[config.mk]
export PLATFORM = sky130hd
export DESIGN_NAME = batch_integer_sorter_flat
export DESIGN_NICKNAME = d
export VERILOG_FILES = /design/src/rtl/core/bis_pkg.sv /design/src/rtl/core/bis_item_if.sv /design/src/rtl/core/bis_result_if.sv /design/src/rtl/core/bis_ctrl.sv /design/src/rtl/core/bis_datapath.sv /design/src/rtl/core/batch_integer_sorter.sv /design/src/flat_wrapper.sv
export SDC_FILE = /design/constraint.sdc
export NUM_CORES = 2
export LEC_CHECK = 0
export BUFFER_PORTS_ARGS = -buffer_cell sky130_fd_sc_hd__buf_2
export CAP_MARGIN = 20
export CORE_ASPECT_RATIO = 1.75
export CORE_MARGIN = 2
export CORE_UTILIZATION = 30
export DETAILED_ROUTE_END_ITERATION = 6
export GPL_ROUTABILITY_DRIVEN = 1
export PLACE_DENSITY = 0.43
export SLEW_MARGIN = 20
export SYNTH_ARGS = -nofsm -noshare
export SYNTH_HDL_FRONTEND = slang
export SYNTH_SLANG_ARGS = --single-unit
[constraint.sdc]
create_clock -name clk -period 14.2 [get_ports clk]
set_input_delay 1.42 -clock clk [delete_from_list [all_inputs] [get_ports clk]]
set_output_delay 1.42 -clock clk [all_outputs]
set_load 0.05 [all_outputs]
[src/rtl/core/bis_pkg.sv]
`timescale 1ns / 1ps

package bis_pkg;

  // Width of one batch element.
  localparam int DATA_W = 32;

  // Default store capacity.
  localparam int MAX_ITEMS_DEF = 64;

  typedef enum logic [2:0] {
    ST_IDLE,
    ST_SCAN,
    ST_PLACE0,
    ST_EMIT_RD,
    ST_EMIT_LD,
    ST_EMIT_WAIT
  } state_t;

  // Commands from the controller to the datapath.
  typedef struct packed {
    logic take;       // input transfer this cycle
    logic scan;       // one step of the downward shift search
    logic place0;     // new element goes to the bottom of the store
    logic emit_rd;    // read the next stored element for output
    logic emit_ld;    // load the output register
    logic emit_next;  // output transfer done, more to come
    logic emit_end;   // output transfer of the final element done
  } cmd_t;

  // Status from the datapath to the controller.
  typedef struct packed {
    logic full;       // store holds the maximum number of elements
    logic empty;      // store holds nothing
    logic greater;    // element read from the store is above the new one
    logic idx_zero;   // search has reached the bottom entry
    logic last_pend;  // the element being inserted closes the batch
    logic out_taken;  // output transfer this cycle
    logic out_last;   // the element on the output is the final one
  } stat_t;

endpackage

[src/rtl/core/bis_item_if.sv]
`timescale 1ns / 1ps

interface bis_item_if;
  logic                                valid;
  logic                                ready;
  logic signed [bis_pkg::DATA_W-1:0]   value;
  logic                                last_in;

  modport source (output valid, output value, output last_in, input ready);
  modport sink (input valid, input value, input last_in, output ready);
endinterface

[src/rtl/core/bis_result_if.sv]
`timescale 1ns / 1ps

interface bis_result_if;
  logic                                valid;
  logic                                ready;
  logic signed [bis_pkg::DATA_W-1:0]   sorted_value;
  logic                                last_out;
  logic                                dropped;

  modport source (output valid, output sorted_value, output last_out, output dropped,
                  input ready);
  modport sink (input valid, input sorted_value, input last_out, input dropped,
                output ready);
endinterface

[src/rtl/core/bis_ctrl.sv]
`timescale 1ns / 1ps

module bis_ctrl (
  input  logic           clk,
  input  logic           rst,
  input  logic           in_valid,
  input  logic           in_last,
  output logic           in_ready,
  input  bis_pkg::stat_t st,
  output bis_pkg::cmd_t  cmd
);

  bis_pkg::state_t state;
  bis_pkg::state_t state_next;

  always_ff @(posedge clk) begin
    if (rst) begin
      state <= bis_pkg::ST_IDLE;
    end else begin
      state <= state_next;
    end
  end

  always_comb begin
    state_next = state;
    cmd        = '0;
    in_ready   = 1'b0;
    case (state)
      bis_pkg::ST_IDLE: begin
        in_ready = 1'b1;
        if (in_valid) begin
          cmd.take = 1'b1;
          if (st.full || st.empty) begin
            state_next = in_last ? bis_pkg::ST_EMIT_RD : bis_pkg::ST_IDLE;
          end else begin
            state_next = bis_pkg::ST_SCAN;
          end
        end
      end
      bis_pkg::ST_SCAN: begin
        cmd.scan = 1'b1;
        if (st.greater) begin
          if (st.idx_zero) begin
            state_next = bis_pkg::ST_PLACE0;
          end
        end else begin
          state_next = st.last_pend ? bis_pkg::ST_EMIT_RD : bis_pkg::ST_IDLE;
        end
      end
      bis_pkg::ST_PLACE0: begin
        cmd.place0 = 1'b1;
        state_next = st.last_pend ? bis_pkg::ST_EMIT_RD : bis_pkg::ST_IDLE;
      end
      bis_pkg::ST_EMIT_RD: begin
        cmd.emit_rd = 1'b1;
        state_next  = bis_pkg::ST_EMIT_LD;
      end
      bis_pkg::ST_EMIT_LD: begin
        cmd.emit_ld = 1'b1;
        state_next  = bis_pkg::ST_EMIT_WAIT;
      end
      bis_pkg::ST_EMIT_WAIT: begin
        if (st.out_taken) begin
          if (st.out_last) begin
            cmd.emit_end = 1'b1;
            state_next   = bis_pkg::ST_IDLE;
          end else begin
            cmd.emit_next = 1'b1;
            state_next    = bis_pkg::ST_EMIT_RD;
          end
        end
      end
      default: begin
        state_next = bis_pkg::ST_IDLE;
      end
    endcase
  end

endmodule

[src/rtl/core/bis_datapath.sv]
`timescale 1ns / 1ps

module bis_datapath #(
  parameter int MAX_ITEMS = bis_pkg::MAX_ITEMS_DEF
) (
  input  logic                              clk,
  input  logic                              rst,
  input  bis_pkg::cmd_t                     cmd,
  input  logic signed [bis_pkg::DATA_W-1:0] value,
  input  logic                              last_in,
  output bis_pkg::stat_t                    st,
  output logic                              out_valid,
  input  logic                              out_ready,
  output logic signed [bis_pkg::DATA_W-1:0] sorted_value,
  output logic                              last_out,
  output logic                              dropped
);

  localparam int AW = (MAX_ITEMS > 1) ? $clog2(MAX_ITEMS) : 1;
  localparam int CW = $clog2(MAX_ITEMS + 1);
  localparam int DW = bis_pkg::DATA_W;

  logic [DW-1:0] mem [MAX_ITEMS];
  logic [DW-1:0] rdata;
  logic [DW-1:0] vin;

  logic [CW-1:0] count;
  logic          overflow;
  logic          last_pend;
  logic [AW-1:0] idx;
  logic [AW-1:0] eidx;

  logic [CW-1:0] count_m1;
  logic          rd_en;
  logic [AW-1:0] rd_addr;
  logic          wr_en;
  logic [AW-1:0] wr_addr;
  logic [DW-1:0] wr_data;

  assign count_m1 = count - CW'(1);

  assign st.full      = (count == CW'(MAX_ITEMS));
  assign st.empty     = (count == '0);
  assign st.greater   = ($signed(rdata) > $signed(vin));
  assign st.idx_zero  = (idx == '0);
  assign st.last_pend = last_pend;
  assign st.out_taken = out_valid && out_ready;
  assign st.out_last  = last_out;

  // Single read port: search start, search step, or output sweep.
  always_comb begin
    rd_en   = 1'b0;
    rd_addr = eidx;
    if (cmd.take) begin
      rd_en   = 1'b1;
      rd_addr = count_m1[AW-1:0];
    end else if (cmd.scan) begin
      rd_en   = 1'b1;
      rd_addr = idx - AW'(1);
    end else if (cmd.emit_rd) begin
      rd_en   = 1'b1;
      rd_addr = eidx;
    end
  end

  // Single write port: direct store into an empty store, shift up, or placement.
  always_comb begin
    wr_en   = 1'b0;
    wr_addr = idx + AW'(1);
    wr_data = vin;
    if (cmd.take) begin
      wr_en   = !st.full && st.empty;
      wr_addr = '0;
      wr_data = value;
    end else if (cmd.scan) begin
      wr_en   = 1'b1;
      wr_addr = idx + AW'(1);
      wr_data = st.greater ? rdata : vin;
    end else if (cmd.place0) begin
      wr_en   = 1'b1;
      wr_addr = '0;
      wr_data = vin;
    end
  end

  always_ff @(posedge clk) begin
    if (wr_en) begin
      mem[wr_addr] <= wr_data;
    end
    if (rd_en) begin
      rdata <= mem[rd_addr];
    end
  end

  always_ff @(posedge clk) begin
    if (cmd.take) begin
      vin       <= value;
      last_pend <= last_in;
      idx       <= count_m1[AW-1:0];
    end else if (cmd.scan && st.greater) begin
      idx <= idx - AW'(1);
    end
    if (cmd.emit_ld) begin
      sorted_value <= rdata;
      last_out     <= ((CW'(eidx) + CW'(1)) == count);
      dropped      <= overflow;
    end
  end

  always_ff @(posedge clk) begin
    if (rst) begin
      count     <= '0;
      overflow  <= 1'b0;
      eidx      <= '0;
      out_valid <= 1'b0;
    end else begin
      if (cmd.take && st.full) begin
        overflow <= 1'b1;
      end
      if ((cmd.take && st.empty) || (cmd.scan && !st.greater) || cmd.place0) begin
        count <= count + CW'(1);
      end
      if (cmd.emit_ld) begin
        out_valid <= 1'b1;
      end else if (st.out_taken) begin
        out_valid <= 1'b0;
      end
      if (cmd.emit_next) begin
        eidx <= eidx + AW'(1);
      end
      if (cmd.emit_end) begin
        count    <= '0;
        overflow <= 1'b0;
        eidx     <= '0;
      end
    end
  end

`ifndef SYNTHESIS
  a_count_range: assert property (@(posedge clk) disable iff (rst)
    count <= CW'(MAX_ITEMS))
    else $error("store count above capacity");

  a_out_nonempty: assert property (@(posedge clk) disable iff (rst)
    out_valid |-> (count != '0))
    else $error("result presented from an empty store");

  a_scan_in_range: assert property (@(posedge clk) disable iff (rst)
    cmd.scan |-> (CW'(idx) < count_m1 + CW'(1)) && !st.full)
    else $error("search index outside the filled part of the store");

  a_batch_clear: assert property (@(posedge clk) disable iff (rst)
    cmd.emit_end |=> (count == '0) && !overflow && (eidx == '0))
    else $error("batch state not cleared after final result");
`endif

endmodule

[src/rtl/core/batch_integer_sorter.sv]
`timescale 1ns / 1ps

// Channel   Dir   Handshake      Payload
// item      in    valid/ready    value[31:0] signed, last_in
// result    out   valid/ready    sorted_value[31:0] signed, last_out, dropped
//
// Loading: an element taken into an empty store is written at its transfer, and one
// taken into a full store is discarded; otherwise a downward shift search over the
// store (one read, one write a cycle) moves each stored element above it up a place.
// Output: each result is read, loaded and then transferred; a stalled sink holds it.
// Reset (rst, synchronous) clears the controller, count and flags; the store needs
// no clearing pass since only filled entries are ever read.
// item.ready is high only while the block waits for input; result stalls hold the sweep.

module batch_integer_sorter #(
  parameter int MAX_ITEMS = bis_pkg::MAX_ITEMS_DEF
) (
  input logic          clk,
  input logic          rst,
  bis_item_if.sink     item,
  bis_result_if.source result
);

  bis_pkg::cmd_t  cmd;
  bis_pkg::stat_t st;

  // The controller sequences the insertion search and the output sweep; all
  // storage, comparison and counting live in the datapath.
  bis_ctrl u_ctrl (
    .clk      (clk),
    .rst      (rst),
    .in_valid (item.valid),
    .in_last  (item.last_in),
    .in_ready (item.ready),
    .st       (st),
    .cmd      (cmd)
  );

  // The datapath keeps the batch in ascending order. A new element is inserted
  // after any equal ones by shifting larger entries up one place, top first.
  bis_datapath #(
    .MAX_ITEMS (MAX_ITEMS)
  ) u_datapath (
    .clk          (clk),
    .rst          (rst),
    .cmd          (cmd),
    .value        (item.value),
    .last_in      (item.last_in),
    .st           (st),
    .out_valid    (result.valid),
    .out_ready    (result.ready),
    .sorted_value (result.sorted_value),
    .last_out     (result.last_out),
    .dropped      (result.dropped)
  );

endmodule

[src/flat_wrapper.sv]
// flat-port wrapper written by rule: the top's interface ports become plain ports
module batch_integer_sorter_flat 
#(
  parameter int MAX_ITEMS = bis_pkg::MAX_ITEMS_DEF
)
  (clk, rst, item_valid, item_value, item_last_in, item_ready, result_valid, result_sorted_value, result_last_out, result_dropped, result_ready);
  bis_item_if item_i ();
  bis_result_if result_i ();
  input logic clk;
  input logic rst;
  input wire logic [$bits(item_i.valid)-1:0] item_valid;
  input wire logic [$bits(item_i.value)-1:0] item_value;
  input wire logic [$bits(item_i.last_in)-1:0] item_last_in;
  output wire logic [$bits(item_i.ready)-1:0] item_ready;
  output wire logic [$bits(result_i.valid)-1:0] result_valid;
  output wire logic [$bits(result_i.sorted_value)-1:0] result_sorted_value;
  output wire logic [$bits(result_i.last_out)-1:0] result_last_out;
  output wire logic [$bits(result_i.dropped)-1:0] result_dropped;
  input wire logic [$bits(result_i.ready)-1:0] result_ready;
  assign item_i.valid = item_valid;
  assign item_i.value = item_value;
  assign item_i.last_in = item_last_in;
  assign item_ready = item_i.ready;
  assign result_valid = result_i.valid;
  assign result_sorted_value = result_i.sorted_value;
  assign result_last_out = result_i.last_out;
  assign result_dropped = result_i.dropped;
  assign result_i.ready = result_ready;
  batch_integer_sorter #(.MAX_ITEMS(MAX_ITEMS)) u_core (.clk(clk), .rst(rst), .item(item_i), .result(result_i));
endmodule
### Word level (Yosys, flattened, before mapping)

Memory sizes are Yosys's and may differ from the RTL's. A register that Yosys moved wholly into a read port is not among the register bits.
Cells that the tools add are included.

* equal/unequal tests: 10
* add/sub/neg operators: 6
* magnitude comparators: 1
* mux-type cells: 40
* reductions and logical operators: 18

Operator list (number)
* $mux 32: 3
* $mux 6: 7
* $gt 32x32->1: 1
* $mux 1: 19
* $pmux 3 s6: 1
* $add 6x1->6 const B: 2
* $mux 2: 6
* $mux 3: 4
* $sub 6x1->6 const B: 2
* $add 6x1->7 const B: 1
* $add 7x1->7 const B: 1
* $eq 7x7->1: 1
* $eq 7x7->1 const B: 1
* $logic_not 7->1: 1
* $eq 3x2->1 const B: 2
* $eq 3x3->1 const B: 2
* $logic_and 1x1->1: 6
* $logic_not 6->1: 1
* $reduce_bool 2->1: 2
* $eq 3x1->1 const B: 1
* $logic_not 3->1: 1
* $logic_or 1x1->1: 3
* $ne 3x2->1 const B: 1
* $reduce_and 3->1: 1
* 4 further kinds: 5

* memories kept: 1
* bits in registers: 91
* input port bits: 37
* bits in writable memories: 2048

Memories
* u_core.u_datapath.mem: depth 64, width 32, read ports 1, clocked after memory_dff 1, write ports 1, RTL line bis_datapath.sv:23 `logic [DW-1:0] mem [MAX_ITEMS];`

### Depth between registers and ports, before layout

* depth after elaboration: 7
* gate-level depth with buffers: 16
* gate-level depth less buffers: 10

### Hierarchy

A second synthesis with hierarchy kept.

* cells, all modules: 3851
* area, all modules: 84334.6 µm²

Modules (own cells, without submodules)
* bis_datapath: cells an instance 3815, times used 1, area each 84053.1 µm², sequential area each 64952.3 µm²
* bis_ctrl: cells an instance 36, times used 1, area each 281.5 µm², sequential area each 60.1 µm²

### Worst setup path before layout

Ideal clock, no wire load.

* path type: input port to flip-flop
* start: input port item_valid
* end: memory u_core.u_datapath.mem[0][29] (netlist bit), data pin
* stages: 6
* setup slack: 8.423 ns
* arrival: 5.228 ns
* setup time: 0.549 ns
* cell sequence: or4b_4 inv_2 buf_2 buf_1 a21oi_1 a21oi_1

RTL lines
* start: declaration: RTL line flat_wrapper.sv:11 `input wire logic [$bits(item_i.valid)-1:0] item_valid;`
* end: declaration: RTL line bis_datapath.sv:23

### Worst setup path after layout

* start: input port item_valid
* end: register u_core.u_datapath.rdata[26], read port of u_core.u_datapath.mem, data pin

* cells in the longest elaborated chain, start to end: 3

RTL lines
* $mux 1 *: RTL line bis_ctrl.sv:31 `if (in_valid) begin`
* $mux 1 *: RTL line bis_ctrl.sv:28 `case (state)`
* $mux 6 / $mux 1 (equally long branches): RTL line bis_datapath.sv:54 `if (cmd.take) begin`
* end: declaration: RTL line bis_datapath.sv:24 `logic [DW-1:0] rdata;`

Mark *: on every way between the ends. The rest lies on a longest branch, timed or not.
A chain may end at the register's enable or synchronous reset.

==> results.sh <==
export IMPL_run_status="completed"
export IMPL_setup_tns_ns=0
export IMPL_ctsLongestPathBuffers=4
export IMPL_grtUsageMet2_pct=41.4
export IMPL_holdBufCountCts=0
export IMPL_synth_xor_area_share_pct=0.249
export IMPL_slew_limit_headroom_pct=21.7
export IMPL_tritoncts_num_buffers=204
export IMPL_synth_edff_count=2153
export IMPL_gp_congestion=0.816
export IMPL_design_power_total_w=0.0230
export IMPL_synth_async_reset_ratio_pct=0
export IMPL_worst_slew_pin_transition_ns=1.17
export IMPL_timing_critical_path_cells="buf_2, or4b_4, clkinv_2, buf_4, nand2b_4, nand2_8, buf_12, buf_12, mux2_2, o2111ai_1, a311o_1, nand3_1, or4_1"
export IMPL_ys_dominant_reg_cell="edfxtp_1"
export IMPL_drt_pass1_iterations=6
export IMPL_avgViaCountPerCell=5.61
export IMPL_clock_root_buffer="clkbuf_16"
export IMPL_timing_critical_path_mode_cell="buf_12"
export IMPL_grt_start_max_net_pins=129
export IMPL_portion_of_netlist_area_occupied_by_mux_cells_pct=1.61
export IMPL_die_area_mm2=0.297
export IMPL_netlist_area_leader_share_pct=73.6
export IMPL_grt_util_met3_pct=3.10
export IMPL_worstPathArrival_ns=7.36
export IMPL_synth_cells=6297
export IMPL_clock_insertion_delay_worst_skew_ns=0.88
export IMPL_hold_path_class="reg2reg"
export IMPL_critPathKind="in2reg"
export IMPL_final_net_count=6383
export IMPL_max_cap_viol_count=0
export IMPL_slowest_delay_ns=0.69
export IMPL_start_util_pct=30.2
export IMPL_post_route_period_util_pct=47.8
export IMPL_synth_avg_cell_area_um2=13.9
export IMPL_endpoint_kind="register"
export IMPL_globalRouteOverflowTotal=0
export IMPL_area_growth_syn_to_layout_pct=14.0
export IMPL_power_density_mw_per_mm2=230
export IMPL_cts_htree_levels=4
export IMPL_cp_required_ns=14.77
export IMPL_cts_sinks=2171
export IMPL_leak_nw=32.5
export IMPL_dr_first_iter_drc_count=5606
export IMPL_synth_compound_gate_area_share_pct=8.84
export IMPL_hpwl_um=201000
export IMPL_synth_area_leaders="edfxtp_1 (74%), nand2_1 (5.3%), nand3_1 (2.5%), and3_1 (2.4%), a311oi_1 (1.8%)"
export IMPL_crit_path_start_kind="input port"
export IMPL_number_of_antenna_violations_at_the_first_check_in_global_routing=22
export IMPL_grt_first_pass_wirelength_um=481000
export IMPL_post_synth_top_area_cell="edfxtp_1"
export IMPL_busiest_layer="met2"
export IMPL_first_global_vias=56100
export IMPL_distinct_cell_type_count_of_the_synthesized_netlist=81
export IMPL_numPortBuffers=72
export IMPL_drt_antenna_violating_nets=0
export IMPL_synth_cell_area_mm2=0.0878
export IMPL_synth_most_common_cell="edfxtp_1"
export IMPL_die_h_um=720
export IMPL_fin_hold_ws_ns=0.447
export IMPL_synth_top_family_by_area="simple AND/OR/NAND/NOR gates"
export IMPL_slowest_stage="buf_4"
export IMPL_wl_per_cell_um=34.4
export IMPL_final_max_slew_viol_count=0
export IMPL_clk_pin_slew_worst_paths_ns=0.06
export IMPL_final_hold_violation_count=0
export IMPL_drc=0
export IMPL_grt_usage_pct=23.3
export IMPL_critical_path_peak_fanout=126
export IMPL_fill_cells=28300
export IMPL_post_detailed_placement_cell_area_mm2=0.0937
export IMPL_seq_total_area_yosys_pct=74.0
export IMPL_die_x_um=413
export IMPL_setup_viol_count_final=0
export IMPL_vdd_ir_drop_worst_v=0.000169
export IMPL_multi_input_area_mm2=0.0217
export IMPL_maxClockFrequency_mhz=147
export IMPL_synth_simple_gate_area_share_pct=12.2
export IMPL_core_ar_mm2=0.291
export IMPL_rsz0062_at_grt="false"
export IMPL_yosys_register_bits=2171
export IMPL_synth_yosys_warnings=0
export IMPL_synth_fa_ha_area_share_pct=0.541
export IMPL_design_portCount=73
export IMPL_seqCellArea_mm2=0.0650
export IMPL_timing_clock_skew_ns=0.0518
export IMPL_routed_wl_um=354000
export IMPL_cts_tree="built"
export IMPL_cts_resized_gates=0
export IMPL_global_route_usage_met1_pct=27.7
export IMPL_routed_via_count=57900
export IMPL_layout_min_cycle_time_ns=6.79
export IMPL_postCtsSetupBuffers=0
export IMPL_post_synth_most_frequent_cells="edfxtp_1 (2153), nand2_1 (1236), nand3_1 (441), and3_1 (338), clkbuf_1 (228)"
export IMPL_setup_reg_to_reg_worst_slack_ns=7.42
export IMPL_finalInstanceArea_mm2=0.100
export IMPL_post_route_cells_drive_above_1_share_pct=11.4
export IMPL_rows=262
export IMPL_synth_nets=6372
[layout make-up]
type                       instances  share of cell area [%]
inverter                          41                   0.155
antenna                           11                  0.0275
sequential                      2171                    64.9
timing repair buffer             271                    2.07
clock inverter                   119                   0.984
multi-input combinational       3619                    21.7
tap                             3828                    4.78
clock buffer                     250                    5.38
[through the flow]
stage,util (%),worst slack (ns),instances
floorplan,-,8.42,6297
global placement,32.2,6.66,9926
detailed placement,32.2,6.59,9929
CTS,34.4,7.47,10300
global route,34.4,7.17,10300
finish,34.4,7.41,10300
[path summary, 6_finish.rpt]
| check | end | from | cells past startpoint |
|---|---|---|---|
| worst max-delay path | u_core.u_datapath.rdata[26]$_DFFE_PP_ | item_valid | 13 |
| worst min-delay path | u_core.u_datapath.dropped$_DFFE_PP_ | u_core.u_datapath.overflow$_SDFFE_PP0P_ | 0 |
| worst max register to register | u_core.u_datapath.rdata[26]$_DFFE_PP_ | u_core.u_ctrl.state[2]$_SDFFE_PP0P_ | 12 |
| worst min register to register | u_core.u_datapath.dropped$_DFFE_PP_ | u_core.u_datapath.overflow$_SDFFE_PP0P_ | 0 |
[where the power goes]
part           internal (W)  leakage, nW  switching [W]
Sequential          0.00842         19.5       0.000329
Clock               0.00300         3.13        0.00248
Combinational       0.00207         9.85        0.00670
[critical path: cells and delay by family]
kind	cells	cell delay, ns
simple gates	5	2.46
mux	1	0.42
buf+inv	5	2.22
compound gates	2	0.44
[per-layer routing]
metal	wire length [um]	up-vias
met3	18900	614
li1	-	24300
met1	135000	30800
met5	49	-
met4	17100	8
met2	183000	2162
[registers in the layout, summed over array words and instances (netlist names)]
name	flops
u_core.u_datapath.mem	2048
u_core.u_datapath.rdata	32
u_core.u_datapath.sorted_value	32
u_core.u_datapath.vin	32
u_core.u_datapath.count	7
u_core.u_datapath.eidx	6
u_core.u_datapath.idx	6
u_core.u_ctrl.state	3
u_core.u_datapath.dropped	1
u_core.u_datapath.last_out	1
u_core.u_datapath.last_pend	1
u_core.u_datapath.out_valid	1
u_core.u_datapath.overflow	1
[cells by family after synthesis]
logic type | count (synthesis)
AO/OA/AOI/OAI | 1080
XOR/XNOR | 25
adder cells (fa/ha/maj) | 38
buffers and inverters | 507
flip-flops | 2171
multiplexers | 136
AND/OR/NAND/NOR | 2340
[cell usage in the layout, fill, tap and decap left out, types with 26 or more instances in the layout]
cell / netlist / routed
mux2i_1: 94 / 93
edfxtp_1: 2153 / 2153
o2111ai_1: 48 / 48
inv_1: 39 / 39
nor2_4: 3 / 71
a211oi_1: 192 / 192
nor2_1: 132 / 65
a21oi_4: 1 / 34
or4_1: 26 / 26
clkbuf_16: 0 / 209
ha_1: 38 / 38
mux2_2: 28 / 28
a32oi_1: 46 / 45
a31oi_1: 99 / 99
nand4_1: 70 / 70
clkinv_1: 1 / 50
and3_1: 338 / 338
buf_4: 20 / 183
buf_2: 155 / 72
nand2_1: 1236 / 1234
clkbuf_1: 228 / 41
a311oi_1: 178 / 178
o21ai_0: 220 / 216
clkinv_2: 0 / 46
a21oi_1: 113 / 79
nand3_1: 441 / 441
No activity file was read; power rests on OpenSTA's default activity.
